===== src/design/rps_sqrt_cell.sv =====
// ----------------------------------------------------------------------------
// rps_sqrt_cell
// One digit-by-digit square root step: takes two radicand bits and
// settles one root bit.
// ----------------------------------------------------------------------------
module rps_sqrt_cell #(
    parameter int RB = 19
) (
    input  logic            i_clk,
    input  logic            i_en,
    input  logic [RB+1:0]   i_rem,
    input  logic [2*RB-1:0] i_num,
    input  logic [RB-1:0]   i_root,
    output logic [RB+1:0]   o_rem,
    output logic [2*RB-1:0] o_num,
    output logic [RB-1:0]   o_root
);

    logic [RB+3:0]   w_cur;
    logic [RB+3:0]   w_trial;
    logic [RB+3:0]   w_diff;
    logic            w_fits;
    logic [RB+1:0]   r_rem;
    logic [2*RB-1:0] r_num;
    logic [RB-1:0]   r_root;

    // Trial subtraction of 4*root+1 from the extended remainder.
    assign w_cur   = {i_rem, i_num[2*RB-1:2*RB-2]};
    assign w_trial = {2'b00, i_root, 2'b01};
    assign w_diff  = w_cur - w_trial;
    assign w_fits  = (w_cur >= w_trial);

    always_ff @(posedge i_clk) begin
        if (i_en) begin
            r_rem  <= w_fits ? w_diff[RB+1:0] : w_cur[RB+1:0];
            r_num  <= {i_num[2*RB-3:0], 2'b00};
            r_root <= {i_root[RB-2:0], w_fits};
        end
    end

    assign o_rem  = r_rem;
    assign o_num  = r_num;
    assign o_root = r_root;

endmodule


===== config.mk =====
export PLATFORM = sky130hd
export DESIGN_NAME = rps_sqrt_cell
export DESIGN_NICKNAME = d
export VERILOG_FILES = /design/src/design/rps_sqrt_cell.sv
export SDC_FILE = /design/constraint.sdc
export NUM_CORES = 1
export LEC_CHECK = 0
export BUFFER_PORTS_ARGS = -buffer_cell sky130_fd_sc_hd__buf_4
export CORE_MARGIN = 10
export CORE_UTILIZATION = 45
export DETAILED_ROUTE_END_ITERATION = 10
export PLACE_DENSITY_LB_ADDON = 0.1
export SYNTH_ARGS = -nofsm -noshare
export SYNTH_HDL_FRONTEND = slang
export SYNTH_SLANG_ARGS = --single-unit

===== constraint.sdc =====
create_clock -name i_clk -period 5.05 [get_ports i_clk]
set_input_delay 1.515 -clock i_clk [delete_from_list [all_inputs] [get_ports i_clk]]
set_output_delay 1.515 -clock i_clk [all_outputs]
set_load 0.05 [all_outputs]

Yosys cells after proc, flatten, opt, wreduce, memory -nomap -nowiden
Index checks and enable logic that the tools add are counted.
Word-level totals
  bits in registers: 76
  latch bits: 0
  RAM bits: 0
  memory bits (read-only): 0
  output and inout port bits: 78
  logic and storage cells: 6
  memories kept: 0
Cells by class
  $add $sub $neg: 1
  $mul: 0
  div/mod/pow operators: 0
  order comparisons: 1
  equal/unequal tests: 0
  shift-type cells: 0
  muxes and demuxes: 1
  bitwise operators: 0
  reduce and logical (&&, ||, !) cells: 0
Operators by type and width (number)
  23-bit by 21-bit >= comparator with 1-bit output: 1
  21-bit two-way mux: 1
  21-bit subtractor: 1

Logic depth before layout (Yosys ltp)
  depth in word-level cells: 2
  gate-level depth with buffers: 12
  depth with buffers taken out: 9

Worst setup path before layout
No wires, ideal clock.
  kind: input port to flip-flop
  start point: in i_root[12]
  end point: reg r_rem[8] (netlist: o_rem[8]) (data pin)
  setup time: 0.260 ns
  arrival: 3.152 ns
  slack: 1.638 ns
  stages on the path: 9
  buffers on the path: 0
  cells stage by stage: inv_1 > ha_1 > a21oi_1 > o21ai_1 > a221oi_2 > nand4_1 > o21ai_2 > inv_2 > mux2_4
Between the ends
  word-level cells in the longest chain between the ends: 2
Ends and longest elaborated chain
  from (decl): line 13  | input logic [RB-1:0] i_root,
  23-bit by 21-bit >= comparator with 1-bit output: line 31  | assign w_fits = (w_cur >= w_trial);
  net w_fits: line 22  | logic w_fits;
  21-bit two-way mux: line 35  | r_rem <= w_fits ? w_diff[RB+1:0] : w_cur[RB+1:0];
  to (signal assigned): line 35
  to (decl): line 23  | logic [RB+1:0] r_rem;
The timed path passes the listed nets, and every way through them passes these cells.
A chain may end at the register's enable or synchronous reset.

Final worst setup path
  start point: in i_rem[12]
  end point: reg r_rem[9] (netlist: o_rem[9]) (data pin)
Between the ends
  word-level cells in the longest chain between the ends: 2
Ends and longest elaborated chain
  from (decl): line 11  | input logic [RB+1:0] i_rem,
  23-bit by 21-bit >= comparator with 1-bit output: line 31
  21-bit two-way mux: line 35
No other way between the ends.

==> metrics <==
WL/cell=17.2 um; Netlist cell types=39; status=finished, final reports clean; Layout area overhead=40.4%; DRT iter0 DRCs=between 150 and 200; critical path capture point type=register; global-route wire length before repair=about 15,000 um; hpwl dp=7600 um; Detailed Route WL=around 9600 um; final cell count without fillers=~560; P_int=1.30 mW; worst-margin pin slew=0.940 ns; Crit path arrival time=3.82 ns; Final Cycle Share=73.8%; core area=about 8000 um^2; CP max stage delay=0.52 ns; CTS Root Cell=clkbuf_8; crit-path max FO=23; nets=between 500 and 600; NetSw=~0.63 mW; # setup viols final=0; flops & latches, synth=76; placed cell count=between 500 and 600; Worst IR Drop VDD=0.000161 V; sequential-to-total area share from yosys stat=62.0%; GRT overflow=0; Initial Util=46.9%; largest net degree at the start of global routing=77; CTS Hold Bufs=0; # rows=32; vias per cell=5.02; Relative slew margins=37.4%; Post-synth top flop=edfxtp_1; Die Wd=110 um; RSZ-0062 raised after global routing=no; cell repeated most along the worst path=buf_4; I/O Buffers=155; Post-Syn Area=3680 um^2; Clk pwr share=approximately 28%; diodes inserted=0; final setup TNS=0 ns; Critical path buffers and inverters=2; CTS tree=built; die area=12,200 um^2; Worst Path Class, Setup=input pin to register; total setup buffers inserted after CTS=0; I/O pins=~160; post-CTS sizing=0; Hold Vio Cnt, Final=0; cell family with most CP delay=compound AO/OA/AOI/OAI gates; Hold WC Path Type=input pin to register; Synth Instances=between 200 and 300; DRC Markers=0; H-tree lvl count=3; Util after Layout=65.8%; clk sinks=76; maximum capacitance violations=0; PD cells=375 nW/um^2; Synth Warn #=0; Seq. cell area=2280 um^2; First-pass DRT Iterations=4; Comb pwr share=a little under a third; placer congestion estimate=0.841; switch share=around 33%; Layout fillers=641; CP Cell Sequence=buf_4, ha_1, a21oi_1, o21ai_1, a221oi_2, nand4_1, o21ai_4, buf_4, o21ai_0; worst-case clock buffer depth=2; Avg Inst Size Synth=12.7 um^2; CP max stage cell=o21ai_4; P_leak=2.24 nW; Die H=110 um; Tmin final=3.73 ns; Crit path required time=between 5 and 6 ns; Critical Path Start Type=input pin; Flop pwr share=40.9%; initial antenna violation count=0; Total GRT Usage=between 10% and 20%; area occupied by multi-input gates=roughly 1200 um^2; vias in the first global route=2,859; vias=2,789; Async SR Flop Fraction=0%; fraction of final layout cells sized beyond drive strength 1=between 40% and 50%; number of synthesized flops with an enable pin=76; clk slew on worst S/H paths=0.08 ns; Routed Antenna Nets=0; Num CTS Buffers=9; number of max-slew violations in the final report=0; Max Freq=0.268 GHz
-- flip-flops by register name, indices dropped and copies added, names as in the netlist --
register,cells
o_num,36
o_rem,21
o_root,19
-- cell usage in the layout, fill, tap and decap left out, types with 2 or more instances in the layout --
master	count
buf_4	157
edfxtp_1	76
nand2_1	39
inv_1	24
ha_1	21
a21oi_1	19
o21ai_0	18
xnor2_1	11
o21ai_2	10
nor2_1	9
xor2_1	9
clkbuf_8	9
nor3_1	4
o21ai_1	4
nand3_1	4
a21o_1	3
nand2b_1	3
nand4_1	3
bufinv_16	3
o211ai_1	2
o2111ai_1	2
a31oi_1	2
conb_1	2
-- power groups by stage --
stage	sequential [mW]	clock, mW	combinational, mW
floorplan	1.04	0	0.167
global placement	0.805	0	0.589
detailed placement	0.807	0	0.596
CTS	0.793	0.565	0.598
global route	0.800	0.593	0.629
finish	0.792	0.551	0.592
-- area by class of cell --
cell class,count,area share [%]
Clock inverter,6,2.16
Timing Repair Buffer,157,22.8
Sequential cell,76,44.2
Tap cell,102,2.47
Multi-Input combinational cell,180,24.1
Inverter,25,1.82
Clock buffer,10,2.47
-- worst paths after layout --
kind / start / endpoint / slack (ns) / cells after the start
hold / removal: i_num[14] / o_num[16] / 1.34 / 1
setup / recovery: i_rem[12] / o_rem[9] / 1.32 / 9
-- cell families after synthesis --
family	count (synthesis)	synth area share (%)
buffers and inverters	34	4.49
multiplexers	1	0.408
other	1	0.102
AND/OR/NAND/NOR	66	7.68
adder cells (fa/ha/maj)	21	7.14
AO/OA/AOI/OAI	70	13.4
flip-flops	76	62.0
XOR/XNOR	20	4.76
-- routing by layer --
metal  track usage (%)  vias up  part of all wire (%)
met1              19.6     1287                    45
met2              23.5      129                    46
met5                 0        -                     0
met3              5.78        7                   7.6
li1                  -     1366                     -
met4              3.11        0                  0.85
-- Yosys cell counts (2+ instances only) --
cell type,n,share of area (%)
ha_1,21,7.1
nand2b_1,3,0.51
o2111ai_1,2,0.48
nand4_1,3,0.51
nand3_1,4,0.54
xor2_1,9,2.1
xnor2_1,11,2.6
o211ai_1,2,0.41
o21ai_1,4,0.54
a31oi_1,2,0.34
buf_2,2,0.27
edfxtp_1,76,62
nand2_1,39,4.0
o21ai_2,11,2.6
a21o_1,3,0.61
nor2_1,9,0.92
a21oi_1,19,2.6
buf_4,3,0.61
inv_1,24,2.4
nor3_1,4,0.54
buf_6,3,0.92
o21ai_0,18,2.4
-- per-stage QoR --
| stage | hold WS, ns | worst slack (ns) | instance area, um^2 | total power, mW |
|---|---|---|---|---|
| finish | 1.34 | 1.32 | 5160 | 1.94 |
| global route | 1.31 | 1.09 | 5160 | 2.02 |
| CTS | 1.33 | 1.32 | 5160 | 1.96 |
| detailed placement | 1.69 | 0.950 | 4930 | 1.40 |
| global placement | 1.69 | 1.08 | 4930 | 1.39 |
| floorplan | 1.61 | 1.64 | 3680 | 1.21 |
No activity file was read; power rests on OpenSTA's default activity.
