`config.mk`:
```
export PLATFORM = sky130hd
export DESIGN_NAME = rps_div_cell
export DESIGN_NICKNAME = d
export VERILOG_FILES = /design/src/design/rps_div_cell.sv
export SDC_FILE = /design/constraint.sdc
export NUM_CORES = 1
export LEC_CHECK = 0
export ABC_AREA = 0
export ABC_CLOCK_PERIOD_IN_PS = 2600
export BUFFER_PORTS_ARGS = -buffer_cell sky130_fd_sc_hd__buf_4
export CAP_MARGIN = 25
export CORE_UTILIZATION = 45
export CTS_CLUSTER_DIAMETER = 200
export DETAILED_ROUTE_END_ITERATION = 8
export GPL_TIMING_DRIVEN = 0
export PLACE_DENSITY = 0.82
export SYNTH_ARGS = -nofsm -noshare
export SYNTH_HDL_FRONTEND = slang
export SYNTH_SLANG_ARGS = --single-unit
export TNS_END_PERCENT = 1
```
`constraint.sdc`:
```
create_clock -name i_clk -period 2.6 [get_ports i_clk]
set_clock_uncertainty 0.2 [all_clocks]
set_input_delay 0 -clock i_clk [delete_from_list [all_inputs] [get_ports i_clk]]
set_output_delay 0 -clock i_clk [all_outputs]
set_load 0.01 [all_outputs]
```
`src/design/rps_div_cell.sv`:
```
// ----------------------------------------------------------------------------
// rps_div_cell
// One restoring long-division step: shifts in the next dividend bit,
// subtracts the divisor when it fits and records one quotient bit.
// ----------------------------------------------------------------------------
module rps_div_cell #(
    parameter int RW = 13,
    parameter int NW = 48,
    parameter int QW = 16
) (
    input  logic          i_clk,
    input  logic          i_en,
    input  logic [RW-1:0] i_div,
    input  logic [RW-1:0] i_rem,
    input  logic [NW-1:0] i_num,
    input  logic [QW-1:0] i_quo,
    output logic [RW-1:0] o_rem,
    output logic [NW-1:0] o_num,
    output logic [QW-1:0] o_quo
);

    logic [RW:0]   w_trial;
    logic [RW:0]   w_diff;
    logic          w_fits;
    logic [RW-1:0] r_rem;
    logic [NW-1:0] r_num;
    logic [QW-1:0] r_quo;

    // Compare the shifted remainder against the divisor.
    assign w_trial = {i_rem, i_num[NW-1]};
    assign w_diff  = w_trial - {1'b0, i_div};
    assign w_fits  = (w_trial >= {1'b0, i_div});

    // Step registers handed to the next cell.
    always_ff @(posedge i_clk) begin
        if (i_en) begin
            r_rem <= w_fits ? w_diff[RW-1:0] : w_trial[RW-1:0];
            r_num <= {i_num[NW-2:0], 1'b0};
            r_quo <= {i_quo[QW-2:0], w_fits};
        end
    end

    assign o_rem = r_rem;
    assign o_num = r_num;
    assign o_quo = r_quo;

endmodule

```
**After elaboration in Yosys (flattened, before gate mapping)**

Cells that the tools add are included.

- Register bits: 76
- Word-level logic and storage cells: 6
- Input port bits: 92
- Output and inout port bits: 77

- Magnitude comparators: 1
- Add/sub/neg operators: 1
- Muxes and demuxes: 1

Operators with widths:

| operator | number |
|---|---|
| $ge A14 B13 Y1 | 1 |
| $mux W13 | 1 |
| $sub A13 B13 Y13 | 1 |

**Depth between registers and ports, before layout**

Gate-level depths: netlist of the first run.

- Depth in word-level cells: 2
- Mapped depth: 10
- Gate-level depth less buffers: 9

**Worst setup path after synthesis of the first run**

Ideal clock, no wire load.

- Path kind: input to register
- From: in i_num[47]
- To: reg r_rem[10] (netlist: o_rem[10]), data pin
- Stages on the path: 10
- Path buffers: 1
- Arrival time: 1.846 ns
- Setup time: 0.260 ns
- Setup slack: 0.294 ns
- Required time: 2.140 ns
- Cells stage by stage: inv_1 > ha_1 > fa_1 > nand2b_1 > a21oi_2 > o21ai_2 > a211oi_2 > o32a_2 > buf_12 > mux2_4

- Word-level cells in the longest chain between the ends: 2
- Elaborated cells on any way between the ends: 3
- Those cells by class: add/sub (1); order compare (1); mux (1)

RTL lines:

| item | RTL line | RTL |
|---|---|---|
| start, declared | 15 | `input logic [NW-1:0] i_num,` |
| $ge A14 B13 Y1 | 32 | `assign w_fits = (w_trial >= {1'b0, i_div});` |
| via w_fits | 24 | `logic w_fits;` |
| $mux W13 | 37 | `r_rem <= w_fits ? w_diff[RW-1:0] : w_trial[RW-1:0];` |
| end signal, assigned | 37 |  |
| end, declared | 25 | `logic [RW-1:0] r_rem;` |

The timed path passes the listed nets, and every way through them passes these cells.
A chain may end at the register's enable or synchronous reset.

**Worst setup path after layout of the first run**

- From: in i_rem[1]
- To: reg r_rem[11] (netlist: o_rem[11]), data pin

- Word-level cells in the longest chain between the ends: 2
- Elaborated cells on any way between the ends: 3
- Those cells by class: add/sub (1); order compare (1); mux (1)

RTL lines:

| item | RTL line | RTL |
|---|---|---|
| start, declared | 14 | `input logic [RW-1:0] i_rem,` |
| $ge A14 B13 Y1 | 32 |  |
| via w_fits | 24 |  |
| $mux W13 | 37 |  |

The timed path passes the listed nets, and every way through them passes these cells.

==> results.yml, run 1 <==
sta:
  finalWorstSetupSlack_ps: 105.8
  setup_violations: 0
  fmax_mhz: 400.9
  slew_violations: 0
  rsz0062_at_grt: "false"
  post-route-min-period_ps: 2494
  timing_worst_slew_pin_value_ps: 972.8
  hold_viol: 0
  timing.max_slew.rel_slack_pct: 35.15
  fin_crit_sh_pct: 95.93
setup_path:
  worst_ep_required_time_ps: 2480
  crit_arrival_ps: 2370
  path_max_fanout: 10
  path_buf_inv: 3
  cp-end-kind: "register"
  critPathSlowestCell: "dlygate4sd3_1"
  critical_path_class: "in -> reg"
  crit_chain: "dlygate4sd3_1 -> buf_4 -> ha_1 -> nand2b_1 -> a21oi_2 -> o21ai_2 -> a211oi_2 -> o32a_2 -> buf_12 -> mux2_4"
  crit_cells: 10
  worstSetupStartpointType: "input port"
  cp_slowest_stage_delay_ps: 540
  cpLargestDelayFamily: "buffers and inverters"
placement:
  dp_slack_ps: -4.460
  place_congestion: 0.7917
  port_buffers: 166
  hpwl_um: 5913
cts:
  cts_tree: "done"
  cts-buffers-inserted: 9
  clock-root-buffer: "clkbuf_8"
  clkTransAtPathRegs_ps: 80
  htreeDepth: 3
  clockBufferDepth: 2
  cts.sinks: 76
  cts_resized: 0
global_routing:
  grtUsageMet2_pct: 54.40
  met3_usage_pct: 9.143
  grt_pass1_wl_um: 16020
  antenna_found_initial: 2
  grt_util_all_layers_pct: 30.71
  grt_util_met1_pct: 34.75
  grt_max_degree: 77
  grt_pass1_vias: 2722
  grt_busiest_layer: "met2"
  gr-total-overflow: 0
worst_hold_path:
  worstHoldPathCells: 3
  min_to: "o_rem[4]$_DFFE_PP_"
  worstHoldPathType: "in -> reg"
  hold_start: "i_rem[12]"
synthesis:
  async_flop_share_pct: 0
  ys_types: 42
  synth_warnings: 0
  synthCells: 186
  avgSynthCellArea_sq_um: 16.90
  synth-edff-count: 76
  yosys_most_used_dff: "edfxtp_1"
  yosysSeqAreaShare_pct: 72.61
  syn_area_sq_um: 3143
  syn_nets: 292
  ys_ff_latch: 76
power_and_ir_drop:
  cellLeakagePower_uw: 0.002409
  p_total_uw: 3189
  p_per_area_nw_per_um2: 584.1
  ir_drop_v: 0.0003389
route:
  drc: 0
  wirelength_um: 11190
  wl_per_cell_um: 21.28
  drt_pre_antenna_iters: 4
  detail-route-antenna-nets: 0
  vias: 2699
  drtIter0Drc: 177
  via_per_inst: 5.131
die:
  fp.dieW_um: 85.58
  std_cell_rows: 30
  fp.dieH_um: 85.58
  die_area_sq_um: 7323
  core_sq_um: 6756
  num_io_pins: 169
  initial_core_util_pct: 46.52
flow_run:
  cap_violations: 0
finish:
  final_common_cell: "buf_4"
  final_cell_mix: "167 x buf_4, 77 x dlygate4sd3_1, 76 x edfxtp_1"
  drive_above_1_share_pct: 44.72
  nets: 546
  syn2layout_area_growth_pct: 73.69
run_status:
  outcome: "completed"
==> per-layer routing <==
layer  wire length [um]  up-vias  part of all wire, %
met2               5742      160                   51
met3                813       30                  7.3
li1                   -     1205                    -
met4                425        2                  3.8
met5                 13        -                 0.12
met1               4197     1302                   37
==> cell type report <==
type | count | area [sq um]
Sequential cell | 76 | 2282
Timing Repair Buffer | 243 | 2017
Fill cell | 379 | 1297
Multi-Input combinational cell | 93 | 777.0
Clock buffer | 9 | 123.9
Tap cell | 80 | 100.1
Clock inverter | 7 | 72.57
Inverter | 15 | 56.30
Buffer | 2 | 27.53
Antenna cell | 1 | 2.502
==> worst max-delay path by stage <==
| stage | from | to | slack (ps) |
|---|---|---|---|
| after CTS | i_rem[1] | o_rem[11]$_DFFE_PP_ | 130 |
| after global routing | i_rem[1] | o_rem[11]$_DFFE_PP_ | 20 |
| after detailed placement | i_div[0] | o_rem[11]$_DFFE_PP_ | -4 |
| final | i_rem[1] | o_rem[11]$_DFFE_PP_ | 110 |
| after global placement | i_div[0] | o_rem[5]$_DFFE_PP_ | 20 |
| after floorplan | i_num[47] | o_rem[10]$_DFFE_PP_ | 290 |
==> state kept, by name (all words and copies together) (netlist names) <==
register	cells
o_num	47
o_quo	16
o_rem	13
==> repair_timing <==
item / 4_1_cts / 5_1_grt
setup buffers: 0 / 0
hold endpoints to repair: 75 / 0
hold buffers: 77 / 0
==> synthesized netlist by cell type (2+ instances only) <==
master	n	share of area (%)
nor2_1	8	0.96
xor2_1	5	1.4
mux2_2	3	1.1
nor3_1	2	0.32
o21ai_0	4	0.64
nand2b_1	3	0.60
inv_1	15	1.8
mux2_4	7	3.3
a211oi_1	2	0.48
ha_1	13	5.2
nand2_1	4	0.48
edfxtp_1	76	73
a21o_1	2	0.48
mux2i_1	2	0.64
xnor2_1	4	1.1
nand3_1	2	0.32
nor2b_1	2	0.40
a21oi_1	8	1.3
==> where the power goes <==
| part | internal, uW | switching (uW) | total, uW | leakage (uW) |
|---|---|---|---|---|
| sequential | 1490 | 47.6 | 1530 | 0.000744 |
| combinational | 419 | 315 | 734 | 0.00157 |
| clock | 448 | 474 | 922 | 0.0000977 |
==> stage by stage <==
step | TNS [ps] | hold WS, ps | instance area (sq um) | util [%] | instances
after floorplan | 0 | -101.1 | 3143 | - | 186
after global routing | 0 | 55.86 | 5459 | 80.80 | 526
after CTS | 0 | 48.61 | 5456 | 80.76 | 525
after detailed placement | -8.893 | -20.65 | 4489 | 66.44 | 432
after global placement | 0 | -21.73 | 4489 | 66.44 | 432
final | 0 | 57.10 | 5459 | 80.80 | 526
==> logic make-up (layout without fill, tap and decap cells) <==
family | count (synthesis) | in the layout | synth area share (%)
AO/OA/AOI/OAI | 26 | 26 | 5.613
XOR/XNOR | 9 | 9 | 2.508
adder cells (fa/ha/maj) | 14 | 14 | 5.812
buffers and inverters | 17 | 276 | 2.667
flip-flops | 76 | 76 | 72.61
multiplexers | 13 | 13 | 5.414
other | 1 | 2 | 0.1193
AND/OR/NAND/NOR | 30 | 30 | 5.255
No activity file was read; power rests on OpenSTA's default activity.
==> run 2, diff against run 1 <==
- CORE_ASPECT_RATIO: default -> 0.6
- SETUP_SLACK_MARGIN: default -> 0.5
==> run 2 against run 1 <==
  * Utilization rose by 2.8 points
  * Largest power group unchanged
  * Sequential share of layout area fell by 1.1 points
  * Flip-flop and latch count did not move
  * Clock power rose by 30%
  * First-iteration DRC count fell by 23%
  * Sequential power barely moved
  * Die area rose by 0.14%
  * Hold slack got worse by 18 ps
  * Critical path depth did not move
  * Combinational power rose by 1%
  * Count of clock-buffer cells in the layout did not move
  * Via count fell by 3.4%
==> results.yml, run 2 (synthesis gave the netlist of run 1 again) <==
run_status:
  outcome: "completed"
finish:
  syn2layout_area_growth_pct: 78.34
  drive_above_1_share_pct: 45.39
  largest_register_ffs: 47
  multiInputGateArea_sq_um: 805.8
  final_cell_mix: "168 x buf_4, 77 x dlygate4sd3_1, 76 x edfxtp_1"
  diodes: 0
  stdcell_count: 532
  final_common_cell: "buf_4"
  finalInstanceArea_sq_um: 5605
  final-seq-area_sq_um: 2282
  filler_cell_count: 331
  nets: 548
placement:
  port_buffers: 166
  hpwl_um: 5571
  place_area_sq_um: 4527
  place_congestion: 0.7512
  dpl.cell_count: 439
sta:
  fmax_mhz: 473.7
  hold_viol: 0
  timing_worst_slew_pin_value_ps: 944.6
  setup_violations: 0
  hold_ws_ps: 38.67
  rsz0062_at_grt: "true"
  slew_violations: 0
  timing.max_slew.rel_slack_pct: 37.03
  post-route-min-period_ps: 2111
  setup-tns-final_ps: 0
  fin_crit_sh_pct: 81.19
global_routing:
  met3_usage_pct: 8.708
  gr-total-overflow: 0
  grt_util_met1_pct: 32.48
  grt_pass1_vias: 2657
  grt_util_all_layers_pct: 28.02
  antenna_found_initial: 0
  grtUsageMet2_pct: 50.86
  grt_max_degree: 77
  grt_pass1_wl_um: 14560
  grt_busiest_layer: "met2"
cts:
  cts-buffers-inserted: 9
  clockBufferDepth: 2
  htreeDepth: 3
  clkTransAtPathRegs_ps: 50
  clock-root-buffer: "clkbuf_16"
  cts_tree: "done"
  cts.sinks: 76
  cts_resized: 0
setup_path:
  critical_path_class: "in -> reg"
  worstSetupStartpointType: "input port"
  crit_arrival_ps: 1980
  worst_ep_required_time_ps: 2470
  cp-end-kind: "register"
  path_max_fanout: 10
route:
  detail-route-antenna-nets: 0
  vias: 2607
  wl_per_cell_um: 19.06
  drtIter0Drc: 137
  drt_pre_antenna_iters: 4
  via_per_inst: 4.900
  drc: 0
  wirelength_um: 10140
power_and_ir_drop:
  p_total_uw: 3470
  ir_drop_v: 0.0005574
  p_per_area_nw_per_um2: 619.0
  cellLeakagePower_uw: 0.002469
die:
  fp.dieH_um: 66.74
  std_cell_rows: 23
  initial_core_util_pct: 46.87
  num_io_pins: 169
  die_area_sq_um: 7334
  core_sq_um: 6705
  fp.dieW_um: 109.9
flow_run:
  cap_violations: 0
worst_hold_path:
  worstHoldPathType: "in -> reg"
-- run 2: layout make-up --
type	count	area share (%)
buffer	2	0.4911
timing repair buffer	245	36.47
clock inverter	5	0.9821
inverter	15	1.004
sequential	76	40.71
tap	87	1.942
clock buffer	9	4.018
multi-input combinational	93	14.37
-- run 2: what timing repair did --
| action | in CTS | in global routing |
|---|---|---|
| hold buffers | 75 | 2 |
| pin swaps | 0 | 1 |
| setup buffers | 1 | 1 |
| endpoints found under the setup margin | 7 | 11 |
| cloned | 0 | 0 |
| hold endpoints to repair | 75 | 1 |
-- run 2: routing by layer --
layer,share of wire [%],vias to the layer above
met2,51,135
met3,8.6,12
met5,0,-
met4,1.1,0
met1,40,1248
li1,-,1212
-- run 2: critical path, stage by stage --
cell	delay, ps
buf_4	110
ha_1	210
fa_2	350
nand2b_4	160
a21oi_4	160
o21ai_2	100
a211oi_2	210
o32a_4	220
buf_12	150
mux2_4	300
-- run 2: final timing paths --
| path | start | end | slack [ps] | depth (start not counted) |
|---|---|---|---|---|
| max | i_div[0] | o_rem[8]$_DFFE_PP_ | 490 | 10 |
| min | i_rem[12] | o_quo[0]$_DFFE_PP_ | 40 | 3 |
-- run 2: through the flow --
step | worst slack [ps] | util (%)
6_report | 489.0 | 83.60
5_1_grt | 429.7 | 83.60
4_1_cts | 475.0 | 83.19
3_5_place_dp | 119.8 | 67.51
3_3_place_gp | 135.8 | 67.51
2_1_floorplan | 355.6 | -
-- run 2: power breakdown --
part | internal [uW] | switching [uW] | leakage (uW)
clock network | 728 | 469 | 0.000133
logic | 432 | 310 | 0.00159
registers | 1490 | 42.5 | 0.000744
